$ cat src/rtl/kbsc_pkg.sv
// Shared types, scan code constants and character tables for the set-1
// scan code translator. No dependencies.
package kbsc_pkg;

  localparam int unsigned CodeW  = 8;
  localparam int unsigned CharW  = 7;
  localparam int unsigned MapLen = 59;
  localparam int unsigned IdxW   = $clog2(MapLen);

  // Modifier make and break codes
  localparam logic [CodeW-1:0] CODE_LSHIFT_MAKE  = 8'd42;
  localparam logic [CodeW-1:0] CODE_RSHIFT_MAKE  = 8'd54;
  localparam logic [CodeW-1:0] CODE_CTRL_MAKE    = 8'd29;
  localparam logic [CodeW-1:0] CODE_LSHIFT_BREAK = 8'd170;
  localparam logic [CodeW-1:0] CODE_RSHIFT_BREAK = 8'd182;
  localparam logic [CodeW-1:0] CODE_CTRL_BREAK   = 8'd157;
  // First code treated as a release
  localparam logic [CodeW-1:0] CODE_BREAK_MIN    = 8'd129;

  localparam logic [CharW-1:0] PLAIN_MAP [0:MapLen-1] = '{
    7'd0,   7'd0,   7'd49,  7'd50,  7'd51,  7'd52,  7'd53,  7'd54,
    7'd55,  7'd56,  7'd57,  7'd48,  7'd45,  7'd61,  7'd8,   7'd9,
    7'd113, 7'd119, 7'd101, 7'd114, 7'd116, 7'd121, 7'd117, 7'd105,
    7'd111, 7'd112, 7'd91,  7'd93,  7'd10,  7'd0,   7'd97,  7'd115,
    7'd100, 7'd102, 7'd103, 7'd104, 7'd106, 7'd107, 7'd108, 7'd59,
    7'd39,  7'd96,  7'd0,   7'd92,  7'd122, 7'd120, 7'd99,  7'd118,
    7'd98,  7'd110, 7'd109, 7'd44,  7'd46,  7'd47,  7'd0,   7'd42,
    7'd0,   7'd32,  7'd0
  };

  localparam logic [CharW-1:0] SHIFTED_MAP [0:MapLen-1] = '{
    7'd0,   7'd0,   7'd33,  7'd64,  7'd35,  7'd36,  7'd37,  7'd94,
    7'd38,  7'd42,  7'd40,  7'd41,  7'd95,  7'd43,  7'd8,   7'd0,
    7'd81,  7'd87,  7'd69,  7'd82,  7'd84,  7'd89,  7'd85,  7'd73,
    7'd79,  7'd80,  7'd123, 7'd125, 7'd10,  7'd0,   7'd65,  7'd83,
    7'd68,  7'd70,  7'd71,  7'd72,  7'd74,  7'd75,  7'd76,  7'd58,
    7'd34,  7'd126, 7'd0,   7'd124, 7'd90,  7'd88,  7'd67,  7'd86,
    7'd66,  7'd78,  7'd77,  7'd60,  7'd62,  7'd63,  7'd0,   7'd42,
    7'd0,   7'd32,  7'd0
  };

  // Decode of one code against the current modifier flags
  typedef struct packed {
    logic             has_result;
    logic             caret;
    logic [CharW-1:0] ch;
    logic             shift_next;
    logic             ctrl_next;
  } dec_t;

endpackage

$ cat src/rtl/kbsc_decode.sv
// Combinational decode of one scan code: modifier flag update and table
// lookup. Depends on kbsc_pkg.
module kbsc_decode (
  input  logic [kbsc_pkg::CodeW-1:0] code,
  input  logic                       shift_held,
  input  logic                       ctrl_held,
  output kbsc_pkg::dec_t             dec
);
  import kbsc_pkg::*;

  logic             in_map;
  logic [IdxW-1:0]  idx;
  logic [CharW-1:0] plain_ch;
  logic [CharW-1:0] shift_ch;

  assign in_map   = (code < CodeW'(MapLen));
  assign idx      = code[IdxW-1:0];
  assign plain_ch = in_map ? PLAIN_MAP[idx] : '0;
  assign shift_ch = in_map ? SHIFTED_MAP[idx] : '0;

  always_comb begin
    dec.has_result = 1'b0;
    dec.caret      = 1'b0;
    dec.ch         = '0;
    dec.shift_next = shift_held;
    dec.ctrl_next  = ctrl_held;
    if (code >= CODE_BREAK_MIN) begin
      if (code == CODE_LSHIFT_BREAK || code == CODE_RSHIFT_BREAK) begin
        dec.shift_next = 1'b0;
      end else if (code == CODE_CTRL_BREAK) begin
        dec.ctrl_next = 1'b0;
      end
    end else if (code == CODE_LSHIFT_MAKE || code == CODE_RSHIFT_MAKE) begin
      dec.shift_next = 1'b1;
    end else if (code == CODE_CTRL_MAKE) begin
      dec.ctrl_next = 1'b1;
    end else begin
      dec.has_result = 1'b1;
      // shifted table wins when both modifiers are down, and no caret then
      dec.caret      = ctrl_held & ~shift_held;
      dec.ch         = shift_held ? shift_ch : plain_ch;
    end
  end

endmodule

$ cat src/rtl/keyboard_scancode_to_ascii.sv
// Top level of the set-1 scan code translator: input register, modifier
// flags and result register around kbsc_decode. Depends on kbsc_pkg and kbsc_decode.

// One scan code beat is taken per clock while the result side keeps up. A code
// waits in the input register, is decoded against the shift/ctrl flags as it
// moves on, and a character result appears on the master side the next cycle;
// sustained rate is one code per cycle while the result side keeps up. Modifier
// make/break codes update the flags; they and other releases give no result
// beat. With the result register full and stalled, the input register holds
// one more code before s_tready drops.
module keyboard_scancode_to_ascii (
  input  logic       clk,
  input  logic       rst,
  input  logic       s_tvalid,
  output logic       s_tready,
  input  logic [7:0] s_tdata,   // [7:0] key_code
  output logic       m_tvalid,
  input  logic       m_tready,
  output logic [7:0] m_tdata    // [0] caret_prefix, [7:1] ascii_char
);
  import kbsc_pkg::*;

  logic             s1_valid;
  logic [CodeW-1:0] s1_code;
  logic             s1_move;
  logic             shift_held;
  logic             ctrl_held;
  logic             out_caret;
  logic [CharW-1:0] out_char;
  dec_t             dec;

  kbsc_decode u_decode (
    .code       (s1_code),
    .shift_held (shift_held),
    .ctrl_held  (ctrl_held),
    .dec        (dec)
  );

  assign s1_move  = s1_valid && (!m_tvalid || m_tready);
  assign s_tready = !s1_valid || s1_move;

  always_ff @(posedge clk) begin
    if (rst) begin
      s1_valid <= 1'b0;
    end else if (s_tready) begin
      s1_valid <= s_tvalid;
    end
  end

  always_ff @(posedge clk) begin
    if (s_tvalid && s_tready) begin
      s1_code <= s_tdata[CodeW-1:0];
    end
  end

  always_ff @(posedge clk) begin
    if (rst) begin
      shift_held <= 1'b0;
      ctrl_held  <= 1'b0;
    end else if (s1_move) begin
      shift_held <= dec.shift_next;
      ctrl_held  <= dec.ctrl_next;
    end
  end

  always_ff @(posedge clk) begin
    if (rst) begin
      m_tvalid <= 1'b0;
    end else if (s1_move) begin
      m_tvalid <= dec.has_result;
    end else if (m_tready) begin
      m_tvalid <= 1'b0;
    end
  end

  always_ff @(posedge clk) begin
    if (s1_move && dec.has_result) begin
      out_caret <= dec.caret;
      out_char  <= dec.ch;
    end
  end

  assign m_tdata = {out_char, out_caret};

  a_reset_clears: assert property (@(posedge clk) rst |=> !m_tvalid && !s1_valid)
    else $error("valid set after reset");

  a_shift_make: assert property (@(posedge clk) disable iff (rst)
    (s1_move && (s1_code == CODE_LSHIFT_MAKE || s1_code == CODE_RSHIFT_MAKE))
      |=> shift_held)
    else $error("shift make did not set flag");

  a_ctrl_break: assert property (@(posedge clk) disable iff (rst)
    (s1_move && s1_code == CODE_CTRL_BREAK) |=> !ctrl_held)
    else $error("ctrl break did not clear flag");

  a_no_caret_shifted: assert property (@(posedge clk) disable iff (rst)
    (s1_move && dec.has_result && shift_held) |=> (m_tvalid && !out_caret))
    else $error("caret with shift held");

  a_rise_from_result: assert property (@(posedge clk) disable iff (rst)
    $rose(m_tvalid) |-> $past(s1_move && dec.has_result))
    else $error("result beat without a character code");

endmodule
$ cat config.mk
export PLATFORM = sky130hd
export DESIGN_NAME = keyboard_scancode_to_ascii
export DESIGN_NICKNAME = d
export VERILOG_FILES = /design/src/rtl/kbsc_pkg.sv /design/src/rtl/kbsc_decode.sv /design/src/rtl/keyboard_scancode_to_ascii.sv
export SDC_FILE = /design/constraint.sdc
export NUM_CORES = 1
export LEC_CHECK = 0
export BUFFER_PORTS_ARGS = -buffer_cell sky130_fd_sc_hd__buf_2
export CAP_MARGIN = 20
export CORE_MARGIN = 2
export CORE_UTILIZATION = 45
export CTS_BUF_LIST = sky130_fd_sc_hd__clkbuf_2 sky130_fd_sc_hd__clkbuf_4 sky130_fd_sc_hd__clkbuf_8
export CTS_CLUSTER_SIZE = 16
export DETAILED_ROUTE_END_ITERATION = 6
export HOLD_SLACK_MARGIN = 0.02
export PLACE_DENSITY = 0.73
export SLEW_MARGIN = 20
export SYNTH_ARGS = -nofsm -noshare
export SYNTH_HDL_FRONTEND = slang
export SYNTH_HIERARCHICAL = 1
export SYNTH_SLANG_ARGS = --single-unit
$ cat constraint.sdc
create_clock -name clk -period 4 [get_ports clk]
set_input_delay 0.6 -clock clk [delete_from_list [all_inputs] [get_ports clk]]
set_output_delay 0.6 -clock clk [all_outputs]
set_load 0.01 [all_outputs]
==> key figures, run 1 <==
Timing
  • Total Neg Setup Slack: 0 ns
  • Worst-Margin Slew: 0.8745 ns
  • Tcrit/Tclk final: 72.26%
  • Max-slew violation count: 0
  • Final setup fails: 0
  • RSZ-0062 raised after global routing: false
  • Final Hold Viols: 0
  • Worst hold slack: 0.4971 ns
  • Final Skew: 0.008646 ns
  • Max Freq: 346.0 MHz
  • Relative slew slack: 41.62%
  • Period minus WS final: 2.890 ns

Synthesis
  • Area of the mapped netlist: 1958 µm²
  • Warnings, synthesis: 6
  • Share of synthesized flip-flops with an asynchronous set or reset: 0%
  • Synth cell types: 54
  • Post-Syn Area per Cell: 8.440 µm²
  • Post-Syn Instances: 232
  • Number of synthesized flops with an enable pin: 16
  • Number of synthesized register bits: 20
  • Sequential area share after synthesis: 28.63%
  • Syn Nets: 256
  • Top FF cell, synth: edfxtp_1

Clock tree
  • Post_cts resized: 0
  • Clock buffer count from CTS: 3
  • Root buffer cell: clkbuf_8
  • Reg clk slew, reported paths: 0.07 ns
  • CTS Buffer Depth: 2
  • H-tree depth: 1
  • Hold-fix buffers, CTS: 0
  • CTS tree: done
  • Clock sink count: 20
  • Clock latency on the worst-skew pair: 0.26 ns
  • Post-CTS setup buffers: 0

Worst setup path
  • CP endpoint kind: flop
  • R2R Path Start: s1_code[1]$_DFFE_PP_
  • Crit. Startpoint: s1_code[1]$_DFFE_PP_
  • Arr. time, crit path: 2.79 ns
  • FF-to-FF End: out_char[5]$_DFFE_PP_
  • CP max FO: 16
  • Slowest cell on crit path: edfxtp_1
  • CP bufs+invs: 1
  • Critical path's top delay family: simple AND/OR/NAND/NOR gates
  • Worst Reg-to-Reg Cells: 8
  • R2R setup slack: 1.11 ns
  • Critical Path Max Stage Delay: 0.66 ns
  • Cells along the critical path: inv_1 > ha_1 > nand3_1 > o32a_1 > o22ai_1 > a22oi_1 > nand2_1 > nor2_1
  • CP Launch Type: flop
  • Crit path kind: reg2reg
  • Req. time, crit path: 3.90 ns

Floorplan
  • Die width: 69.97 µm
  • I/O pins: 22
  • # rows: 23
  • Die ar.: 4895 µm²
  • Starting Density: 47.92%
  • Area of the core: 4086 µm²
  • Die height: 69.97 µm

Global routing
  • Pin count of the biggest net entering global routing: 34
  • Initial antenna violation count: 0
  • GR Util All Layers: 20.02%
  • GRT overflow: 0
  • Vias in the first global route: 1650
  • First-pass GRT wire length: 8121 µm

Drt
  • DRT antenna net count: 0
  • Via count: 1922
  • Via density: 6.605
  • Initial DRC Count: 305
  • Avg WL per Cell: 17.47 µm
  • Drt first pass iters: 7
  • DRC Markers: 8
  • WL final: 5083 µm

Pwr
  • VDD IR max: 288.5 µV
  • Logic gate share of total power: 24.2%
  • Total internal power: 0.3712 mW
  • Clock power frac: 28.1%
  • Sw frac: 29.92%
  • P_leak: 0.7611 nW
  • Flop pwr share: 47.7%
  • Power per cell area: 254.3 nW/µm²
  • Sw Pwr: 0.1585 mW

Layout
  • ANT cells: 0
  • P&R area growth vs syn: 6.390%
  • Share of cells above drive strength 1: 16.60%
  • Fill cells: 402
  • Fin nets: 266

Status
  • Failing checks: DRC
  • Run status: finished with violations

Hold path
  • Hold path endpoint: ctrl_held$_SDFFE_PP0P_
  • HP Start: ctrl_held$_SDFFE_PP0P_
  • Min-Delay Path Class: reg2reg
  • Hold Crit Depth: 2

Run
  • MaxCap Viol Count: 0

Placed design
  • Routability cong.: 0.9994
  • HPWL Detailed: 3513 µm
  • I/O Buffers: 21
## metrics by stage
step	setup slack (ns)	power, mW	area [µm²]	util, %	cells
floorplan	1.613	0.3491	1958	-	232
global placement	1.258	0.3796	2028	49.63	287
detailed placement	1.153	0.3794	2028	49.63	287
CTS	1.152	0.5286	2083	50.98	291
global route	0.8547	0.5525	2083	50.98	291
finish	1.110	0.5297	2083	50.98	291
## synthesized netlist by cell type (2+ instances only)
cell	number	area, µm²
nand2_1	23	86.33
nor2_1	18	67.56
edfxtp_1	16	480.5
o21ai_0	15	75.07
a21oi_1	14	70.07
buf_2	12	60.06
ha_1	12	150.1
nand2b_1	8	50.05
nand3_1	7	35.03
nor2b_1	7	43.79
nor3_1	7	35.03
inv_1	6	22.52
mux2i_1	6	60.06
o31ai_1	6	45.04
a211oi_1	5	37.54
buf_4	5	37.54
dfxtp_1	4	80.08
o211ai_1	4	30.03
o22ai_1	4	25.02
a311oi_1	3	26.28
nand4_1	3	18.77
o221ai_1	3	26.28
o311ai_1	3	26.28
a22oi_1	2	15.01
a31oi_1	2	12.51
a32oi_1	2	17.52
and2_1	2	12.51
and2b_1	2	15.01
buf_6	2	22.52
inv_2	2	7.510
nor2b_4	2	27.53
o2111ai_1	2	17.52
o41ai_1	2	17.52
## state kept, by name, summed over array words and instances (netlist names)
register    count
shift_held      1
ctrl_held       1
out_caret       1
s1_valid        1
out_char        7
s1_code         8
m_tvalid        1
## worst register-to-register path, cell delays in order, from the launching register on
cell,delay (ns)
edfxtp_1,0.66
inv_1,0.29
ha_1,0.33
nand3_1,0.16
o32a_1,0.17
o22ai_1,0.09
a22oi_1,0.23
nand2_1,0.08
nor2_1,0.52
## per-layer routing
metal	wire length [µm]	GRT usage [%]	up-vias	share of wire [%]
li1	-	-	906	-
met1	2190	27.74	853	43
met2	2262	32.49	151	45
met3	535	3.752	12	11
met4	94	4.274	0	1.8
met5	0	0	-	0
## cells in the final DEF (no fill, tap or decap), types with 2 or more instances in the layout
master     synthesis  routed
a311oi_1           3       3
o2111ai_1          2       2
a22oi_1            2       2
buf_2             12      21
dfxtp_1            4       4
nand2_1           23      23
nor2b_1            7       7
nor2b_4            2       2
nor2_1            18      18
and2_1             2       2
nand3_1            7       7
clkbuf_8           0       4
a31oi_1            2       2
o221ai_1           3       3
a211oi_1           5       5
o211ai_1           4       4
a21oi_1           14      14
and2b_1            2       2
o41ai_1            2       2
mux2i_1            6       6
nand4_1            3       3
a32oi_1            2       2
edfxtp_1          16      16
inv_1              6       6
inv_2              2       2
ha_1              12      12
o22ai_1            4       4
buf_4              5       3
o21ai_0           15      15
o31ai_1            6       6
nand2b_1           8       8
o311ai_1           3       3
nor3_1             7       7
## cell families after synthesis
logic type               after synthesis  share of synthesized area [%]
AND/OR/NAND/NOR                       87                          23.45
multiplexers                           6                          3.067
buffers and inverters                 27                          7.668
adder cells (fa/ha/maj)               12                          7.668
flip-flops                            20                          28.63
AO/OA/AOI/OAI                         80                          29.52
## power groups by stage
stage	Combinational (mW)	Sequential (mW)	Clock, mW
6_report	0.128	0.253	0.149
2_1_floorplan	0.101	0.248	0
3_3_place_gp	0.123	0.256	0
3_5_place_dp	0.123	0.257	0
5_1_grt	0.138	0.254	0.161
4_1_cts	0.124	0.252	0.153
## worst max-delay path by stage
stage,to,depth (start not counted)
CTS,out_char[5]$_DFFE_PP_,8
finish,out_char[5]$_DFFE_PP_,8
detailed placement,out_char[5]$_DFFE_PP_,8
global placement,out_char[4]$_DFFE_PP_,8
global route,out_char[1]$_DFFE_PP_,8
floorplan,out_caret$_DFFE_PP_,10
## final cells by class
type	count	area, µm²	share of cell area (%)
Multi-Input combinational cell	185	1247	59.88
Sequential cell	20	560.5	26.91
Timing Repair Buffer	24	127.6	6.126
Tap cell	50	62.56	3.003
Clock buffer	4	55.05	2.643
Inverter	8	30.03	1.441
(Power assumes the default switching activity.)
==> run 2: changes to the inputs <==
Settings changed: PLACE_DENSITY 0.73 to 0.75.
Clock period 4 ns to 2.35 ns, I/O delays scaled along.
==> run 2 against run 1 <==
  * The run now ends clean
  * Non-clock buffer count grew 16
  * Critical path depth shrank 1
  * Cell count grew 5.5%
  * First-iteration DRC count grew 0.98%
  * Combinational power grew 95%
  * Global-route usage grew 1.9 points
  * Die area is the same
  * Clock skew shrank 0.0067 ns
  * Critical path type unchanged
  * Critical endpoint is now out_char[1]$_DFFE_PP_
  * Sequential share of layout area shrank 1.6 points
  * Highest routed layer unchanged
  * Cell area grew 6.1%
  * Worst hold slack lost 0.24 ns
==> key figures, run 2 (synthesis results as in run 1) <==
Floorplan
  • # rows: 23 (unchanged)
  • Starting Density: 47.92% (unchanged)
  • I/O pins: 22 (unchanged)
  • Die width: 69.97 µm (unchanged)
  • Area of the core: 4086 µm² (unchanged)
  • Die ar.: 4895 µm² (unchanged)
  • Die height: 69.97 µm (unchanged)

Worst setup path
  • Arr. time, crit path: 2.25 ns (-0.54 ns)
  • Most used cell, CP: a211oi_1
  • R2R setup slack: 0.19 ns (-0.92 ns)
  • Critical Path Max Stage Delay: 0.48 ns (-0.18 ns)
  • CP max FO: 7 (-9)
  • Slowest cell on crit path: edfxtp_1
  • CP Launch Type: flop
  • Req. time, crit path: 2.45 ns (-1.45 ns)
  • Crit path kind: reg2reg
  • Cells along the critical path: inv_1 > ha_1 > nor2b_1 > a211oi_1 > a311oi_1 > a211oi_1 > a311oi_2
  • CP endpoint kind: flop

Global routing
  • Vias in the first global route: 1732 (+5.0%)
  • M3 GR Usage: 3.608% (-0.14 points)
  • GRT overflow: 0 (unchanged)
  • M2 GR Usage: 34.71% (+2.2 points)
  • Grt peak-use layer: met2
  • M1 GR Usage: 31.22% (+3.5 points)
  • GR Util All Layers: 21.95% (+1.9 points)
  • First-pass GRT wire length: 8714 µm (+7.3%)
  • Initial antenna violation count: 0 (unchanged)
  • Pin count of the biggest net entering global routing: 17 (-50%)

Timing
  • Max Freq: 463.9 MHz (+34%)
  • Max-slew violation count: 0 (unchanged)
  • Total Neg Setup Slack: 0 ns (unchanged)
  • Worst-Margin Slew: 0.4908 ns (-0.3836 ns)
  • Final setup fails: 0 (unchanged)
  • Period minus WS final: 2.156 ns (-0.7347 ns)
  • Tcrit/Tclk final: 91.73% (+19 points)
  • Final Skew: 0.001995 ns (-0.006650 ns)
  • Relative slew slack: 67.28% (+26 points)
  • Final Hold Viols: 0 (unchanged)
  • RSZ-0062 raised after global routing: false

Pwr
  • P_leak: 0.8398 nW (+10%)
  • VDD IR max: 281.2 µV (-2.5%)
  • Power per cell area: 423.2 nW/µm² (+66%)

Placed design
  • I/O Buffers: 21 (unchanged)
  • HPWL Detailed: 4012 µm (+14%)
  • Routability cong.: 0.9991 (about the same)

Clock tree
  • Clock sink count: 20 (unchanged)
  • Clock latency on the worst-skew pair: 0.26 ns (about the same)
  • Clock buffer count from CTS: 3 (unchanged)
  • Root buffer cell: clkbuf_8
  • Post-CTS setup buffers: 0 (unchanged)
  • CTS Buffer Depth: 2 (unchanged)
  • H-tree depth: 1 (unchanged)
  • Post_cts resized: 0 (unchanged)
  • Hold-fix buffers, CTS: 0 (unchanged)
  • Reg clk slew, reported paths: 0.08 ns (about the same)
  • CTS tree: done

Run
  • MaxCap Viol Count: 0 (unchanged)

Layout
  • Layout Utilization: 54.10% (+3.1 points)
  • Most frequent cells in the layout: nand2_1 (23), buf_2 (21), buf_4 (19)
  • Top Registers: s1_code: 8 flops, out_char: 7 flops
  • Top reg by flops: s1_code
  • Share of cells above drive strength 1: 22.18% (+5.6 points)
  • Fin nets: 282 (+6.0%)
  • Max reg flops: 8 (unchanged)
  • P&R area growth vs syn: 12.91%
  • ANT cells: 0 (unchanged)
  • Commonest non-fill, non-tap cell in the layout: nand2_1

Drt
  • Avg WL per Cell: 17.55 µm (+0.46%)
  • Initial DRC Count: 308 (+0.98%)
  • Drt first pass iters: 5 (-2)
  • DRC Markers: 0 (-8)
  • DRT antenna net count: 0 (unchanged)
  • Via count: 1969 (+2.4%)
  • Via density: 6.414 (-2.9%)
  • WL final: 5387 µm (+6.0%)

Hold path
  • Min-Delay Path Class: in2reg

Status
  • Run status: complete, no violations
[run 2: cell count changes in the layout (fill, tap and decap cells not counted), sizes merged]
cell / change
buf: +16
[run 2: final cells by class]
type,instances,area (µm²)
inverter,8,30.03
sequential,20,560.5
tap,50,62.56
timing repair buffer,40,247.7
fill,385,1876
multi-input combinational,185,1255
clock buffer,4,55.05
[run 2: power by group]
part,total (mW),leakage [nW],internal [mW],switching [mW]
clock,0.268,0.0288,0.149,0.119
sequential,0.418,0.182,0.399,0.0190
combinational,0.249,0.629,0.0999,0.149
total,0.936,0.840,0.648,0.287
[run 2: worst paths after layout]
check,startpoint,to,cells past startpoint
setup reg to reg,s1_code[0]$_DFFE_PP_,out_char[1]$_DFFE_PP_,7
hold / removal,s_tdata[3],s1_code[3]$_DFFE_PP_,1
setup / recovery,s1_code[0]$_DFFE_PP_,out_char[1]$_DFFE_PP_,7
hold reg to reg,ctrl_held$_SDFFE_PP0P_,ctrl_held$_SDFFE_PP0P_,2
[run 2: per-layer routing]
metal / wire length [µm] / share of wire (%) / vias to the layer above
li1: - / - / 936
met1: 2352 / 44 / 917
met2: 2537 / 47 / 105
met3: 416 / 7.7 / 11
met4: 81 / 1.5 / 0
met5: 0 / 0 / -
[run 2: metrics by stage]
step                      setup slack, ns  hold WS [ns]  std cells  cell area [µm²]  power (mW)
after CTS                          0.1332        0.2581        307             2206      0.9321
after floorplan                    0.1012        0.4249        232             1961      0.5945
final                              0.1944        0.2600        307             2211      0.9357
after global placement             0.2261        0.4804        303             2151      0.6666
after global routing              0.05142        0.2484        307             2211      0.9811
after detailed placement           0.1452        0.4978        303             2151      0.6673
[run 2: critical path: cells and delay by family (launching register included)]
| kind | cells | cell delay, ns |
|---|---|---|
| AOI/OAI and AO/OA | 4 | 0.74 |
| DFF | 1 | 0.48 |
| and+or+nand+nor | 1 | 0.22 |
| buffers and inverters | 1 | 0.15 |
| adders and majority gates | 1 | 0.41 |
==> run 3: changes to the inputs <==
Settings changed: REMOVE_ABC_BUFFERS set to 1.
==> run 3 against run 2 <==
  * Total power decreased by 1.6%
  * Sequential power decreased by 1%
  * Global-route usage about the same
  * Die area unchanged
  * Via count decreased by 0.30%
  * Largest power group unchanged
==> key figures, run 3 (synthesis results as in run 1) <==
Pwr
  • Clock power frac: 28.2% (-0.5 points)
  • Sw frac: 30.04% (-0.67 points)
  • VDD IR max: 284.6 µV (+1.2%)
  • Power per cell area: 422.3 nW/µm² (-0.21%)
  • Sw Pwr: 0.2766 mW (-3.7%)
  • Total power: 0.9210 mW (-1.6%)
  • Logic gate share of total power: 26.9% (+0.3 points)
  • P_leak: 0.8255 nW (-1.7%)
  • Flop pwr share: 44.9% (+0.2 points)
  • Total internal power: 0.6444 mW (-0.61%)

Clock tree
  • Clock buffer count from CTS: 3 (unchanged)
  • Hold-fix buffers, CTS: 0 (unchanged)
  • CTS tree: done
  • Post-CTS setup buffers: 0 (unchanged)
  • Clock latency on the worst-skew pair: 0.26 ns (about the same)
  • Reg clk slew, reported paths: 0.07 ns (about the same)
  • Post_cts resized: 0 (unchanged)
  • Root buffer cell: clkbuf_8
  • CTS Buffer Depth: 2 (unchanged)
  • H-tree depth: 1 (unchanged)
  • Clock sink count: 20 (unchanged)

Timing
  • Worst hold slack: 0.2626 ns (+0.002569 ns)
  • RSZ-0062 raised after global routing: false
  • Relative slew slack: 68.72% (+1.4 points)
  • Tcrit/Tclk final: 91.17% (-0.55 points)
  • Max Freq: 466.7 MHz (+0.61%)
  • Max-slew violation count: 0 (unchanged)
  • Final Hold Viols: 0 (unchanged)
  • Final Skew: 0.004293 ns (+0.002298 ns)
  • Period minus WS final: 2.143 ns (-0.01300 ns)
  • Worst-Margin Slew: 0.4692 ns (-0.02165 ns)
  • Final setup fails: 0 (unchanged)

Worst setup path
  • CP Launch Type: flop
  • Cells along the critical path: inv_1 > ha_1 > nand2_2 > o32a_1 > o22ai_1 > a22oi_1 > nand2_1 > nor2_1 > buf_4
  • Critical path's top delay family: compound AO/OA/AOI/OAI gates
  • Critical Path Max Stage Delay: 0.49 ns (about the same)
  • Arr. time, crit path: 2.16 ns (-0.09 ns)
  • Crit path kind: reg2reg
  • Slowest cell on crit path: edfxtp_1
  • CP max FO: 8 (+1)
  • Req. time, crit path: 2.37 ns (-0.08 ns)
  • CP bufs+invs: 2 (+1)
  • CP endpoint kind: flop

Layout
  • Top Registers: s1_code: 8 flops, out_char: 7 flops
  • Area of the multi-input gates: 1247 µm² (-0.60%)
  • Layout Utilization: 53.37% (-0.73 points)
  • Most frequent cells in the layout: nand2_1 (23), buf_2 (21), nor2_1 (18)
  • Reg area: 560.5 µm² (unchanged)
  • P&R area growth vs syn: 11.37%
  • Fin nets: 279 (-1.1%)
  • Max reg flops: 8 (unchanged)
  • Share of cells above drive strength 1: 20.87% (-1.3 points)
  • Fill cells: 390 (+1.3%)
  • ANT cells: 0 (unchanged)
  • Commonest non-fill, non-tap cell in the layout: nand2_1
  • Post-route insts no fill: 304 (-0.98%)
  • Top reg by flops: s1_code

Global routing
  • Pin count of the biggest net entering global routing: 28 (+11)
  • First-pass GRT wire length: 8797 µm (+0.95%)
  • Vias in the first global route: 1770 (+2.2%)
  • Initial antenna violation count: 0 (unchanged)
  • GR Util All Layers: 21.98% (+0.030 points)
  • GRT overflow: 0 (unchanged)

Floorplan
  • Starting Density: 47.92% (unchanged)
  • Die ar.: 4895 µm² (unchanged)
  • Die width: 69.97 µm (unchanged)
  • I/O pins: 22 (unchanged)
  • Area of the core: 4086 µm² (unchanged)
  • Die height: 69.97 µm (unchanged)
  • # rows: 23 (unchanged)

Run
  • MaxCap Viol Count: 0 (unchanged)

Drt
  • Initial DRC Count: 218 (-29%)
  • Via count: 1963 (-0.30%)
  • DRC Markers: 0 (unchanged)
  • Drt first pass iters: 5 (unchanged)
  • DRT antenna net count: 0 (unchanged)
  • WL final: 5277 µm (-2.0%)
  • Avg WL per Cell: 17.36 µm (-1.1%)
  • Via density: 6.457 (+0.68%)

Placed design
  • Routability cong.: 0.9448 (-5.4%)
  • HPWL Detailed: 3940 µm (-1.8%)
  • Placed cells: 300 (-0.99%)
  • I/O Buffers: 21 (unchanged)

Status
  • Run status: complete, no violations

Hold path
  • Min-Delay Path Class: in2reg
## run 3: path summary, 6_finish.rpt
| kind | from | slack, ns | end | depth (start not counted) |
|---|---|---|---|---|
| max | s1_code[0]$_DFFE_PP_ | 0.21 | out_char[5]$_DFFE_PP_ | 9 |
| min | s_tdata[3] | 0.26 | s1_code[3]$_DFFE_PP_ | 1 |
| max reg2reg | s1_code[0]$_DFFE_PP_ | 0.21 | out_char[5]$_DFFE_PP_ | 9 |
| min reg2reg | ctrl_held$_SDFFE_PP0P_ | 0.50 | ctrl_held$_SDFFE_PP0P_ | 2 |
## run 3: layout make-up
class,count,share of cell area [%]
flip-flops and latches,20,25.70
repair buffers,37,10.33
well taps,50,2.869
multi-input cells,185,57.20
clock buffers,4,2.524
inverters,8,1.377
## run 3: power groups by stage
stage                     Combinational [mW]  Sequential, mW  Clock (mW)
after floorplan                        0.134           0.444           0
after CTS                              0.243           0.414       0.267
after detailed placement               0.242           0.422           0
final                                  0.248           0.414       0.260
after global placement                 0.242           0.421           0
after global routing                   0.271           0.416       0.280
## run 3: stage by stage
stage | setup slack, ns | setup TNS [ns] | instance area, µm²
after floorplan | -0.07488 | -0.5990 | 1838
after global placement | 0.2977 | 0 | 2126
after detailed placement | 0.2488 | 0 | 2126
after CTS | 0.2306 | 0 | 2181
after global routing | 0.03097 | 0 | 2181
final | 0.2074 | 0 | 2181
## run 3: routing by layer
layer | track usage (%) | part of all wire (%) | vias up
met2 | 34.60 | 46 | 108
li1 | - | - | 927
met4 | 4.915 | 1.2 | 0
met3 | 5.916 | 9.1 | 15
met1 | 30.15 | 43 | 913
met5 | 0 | 0 | -
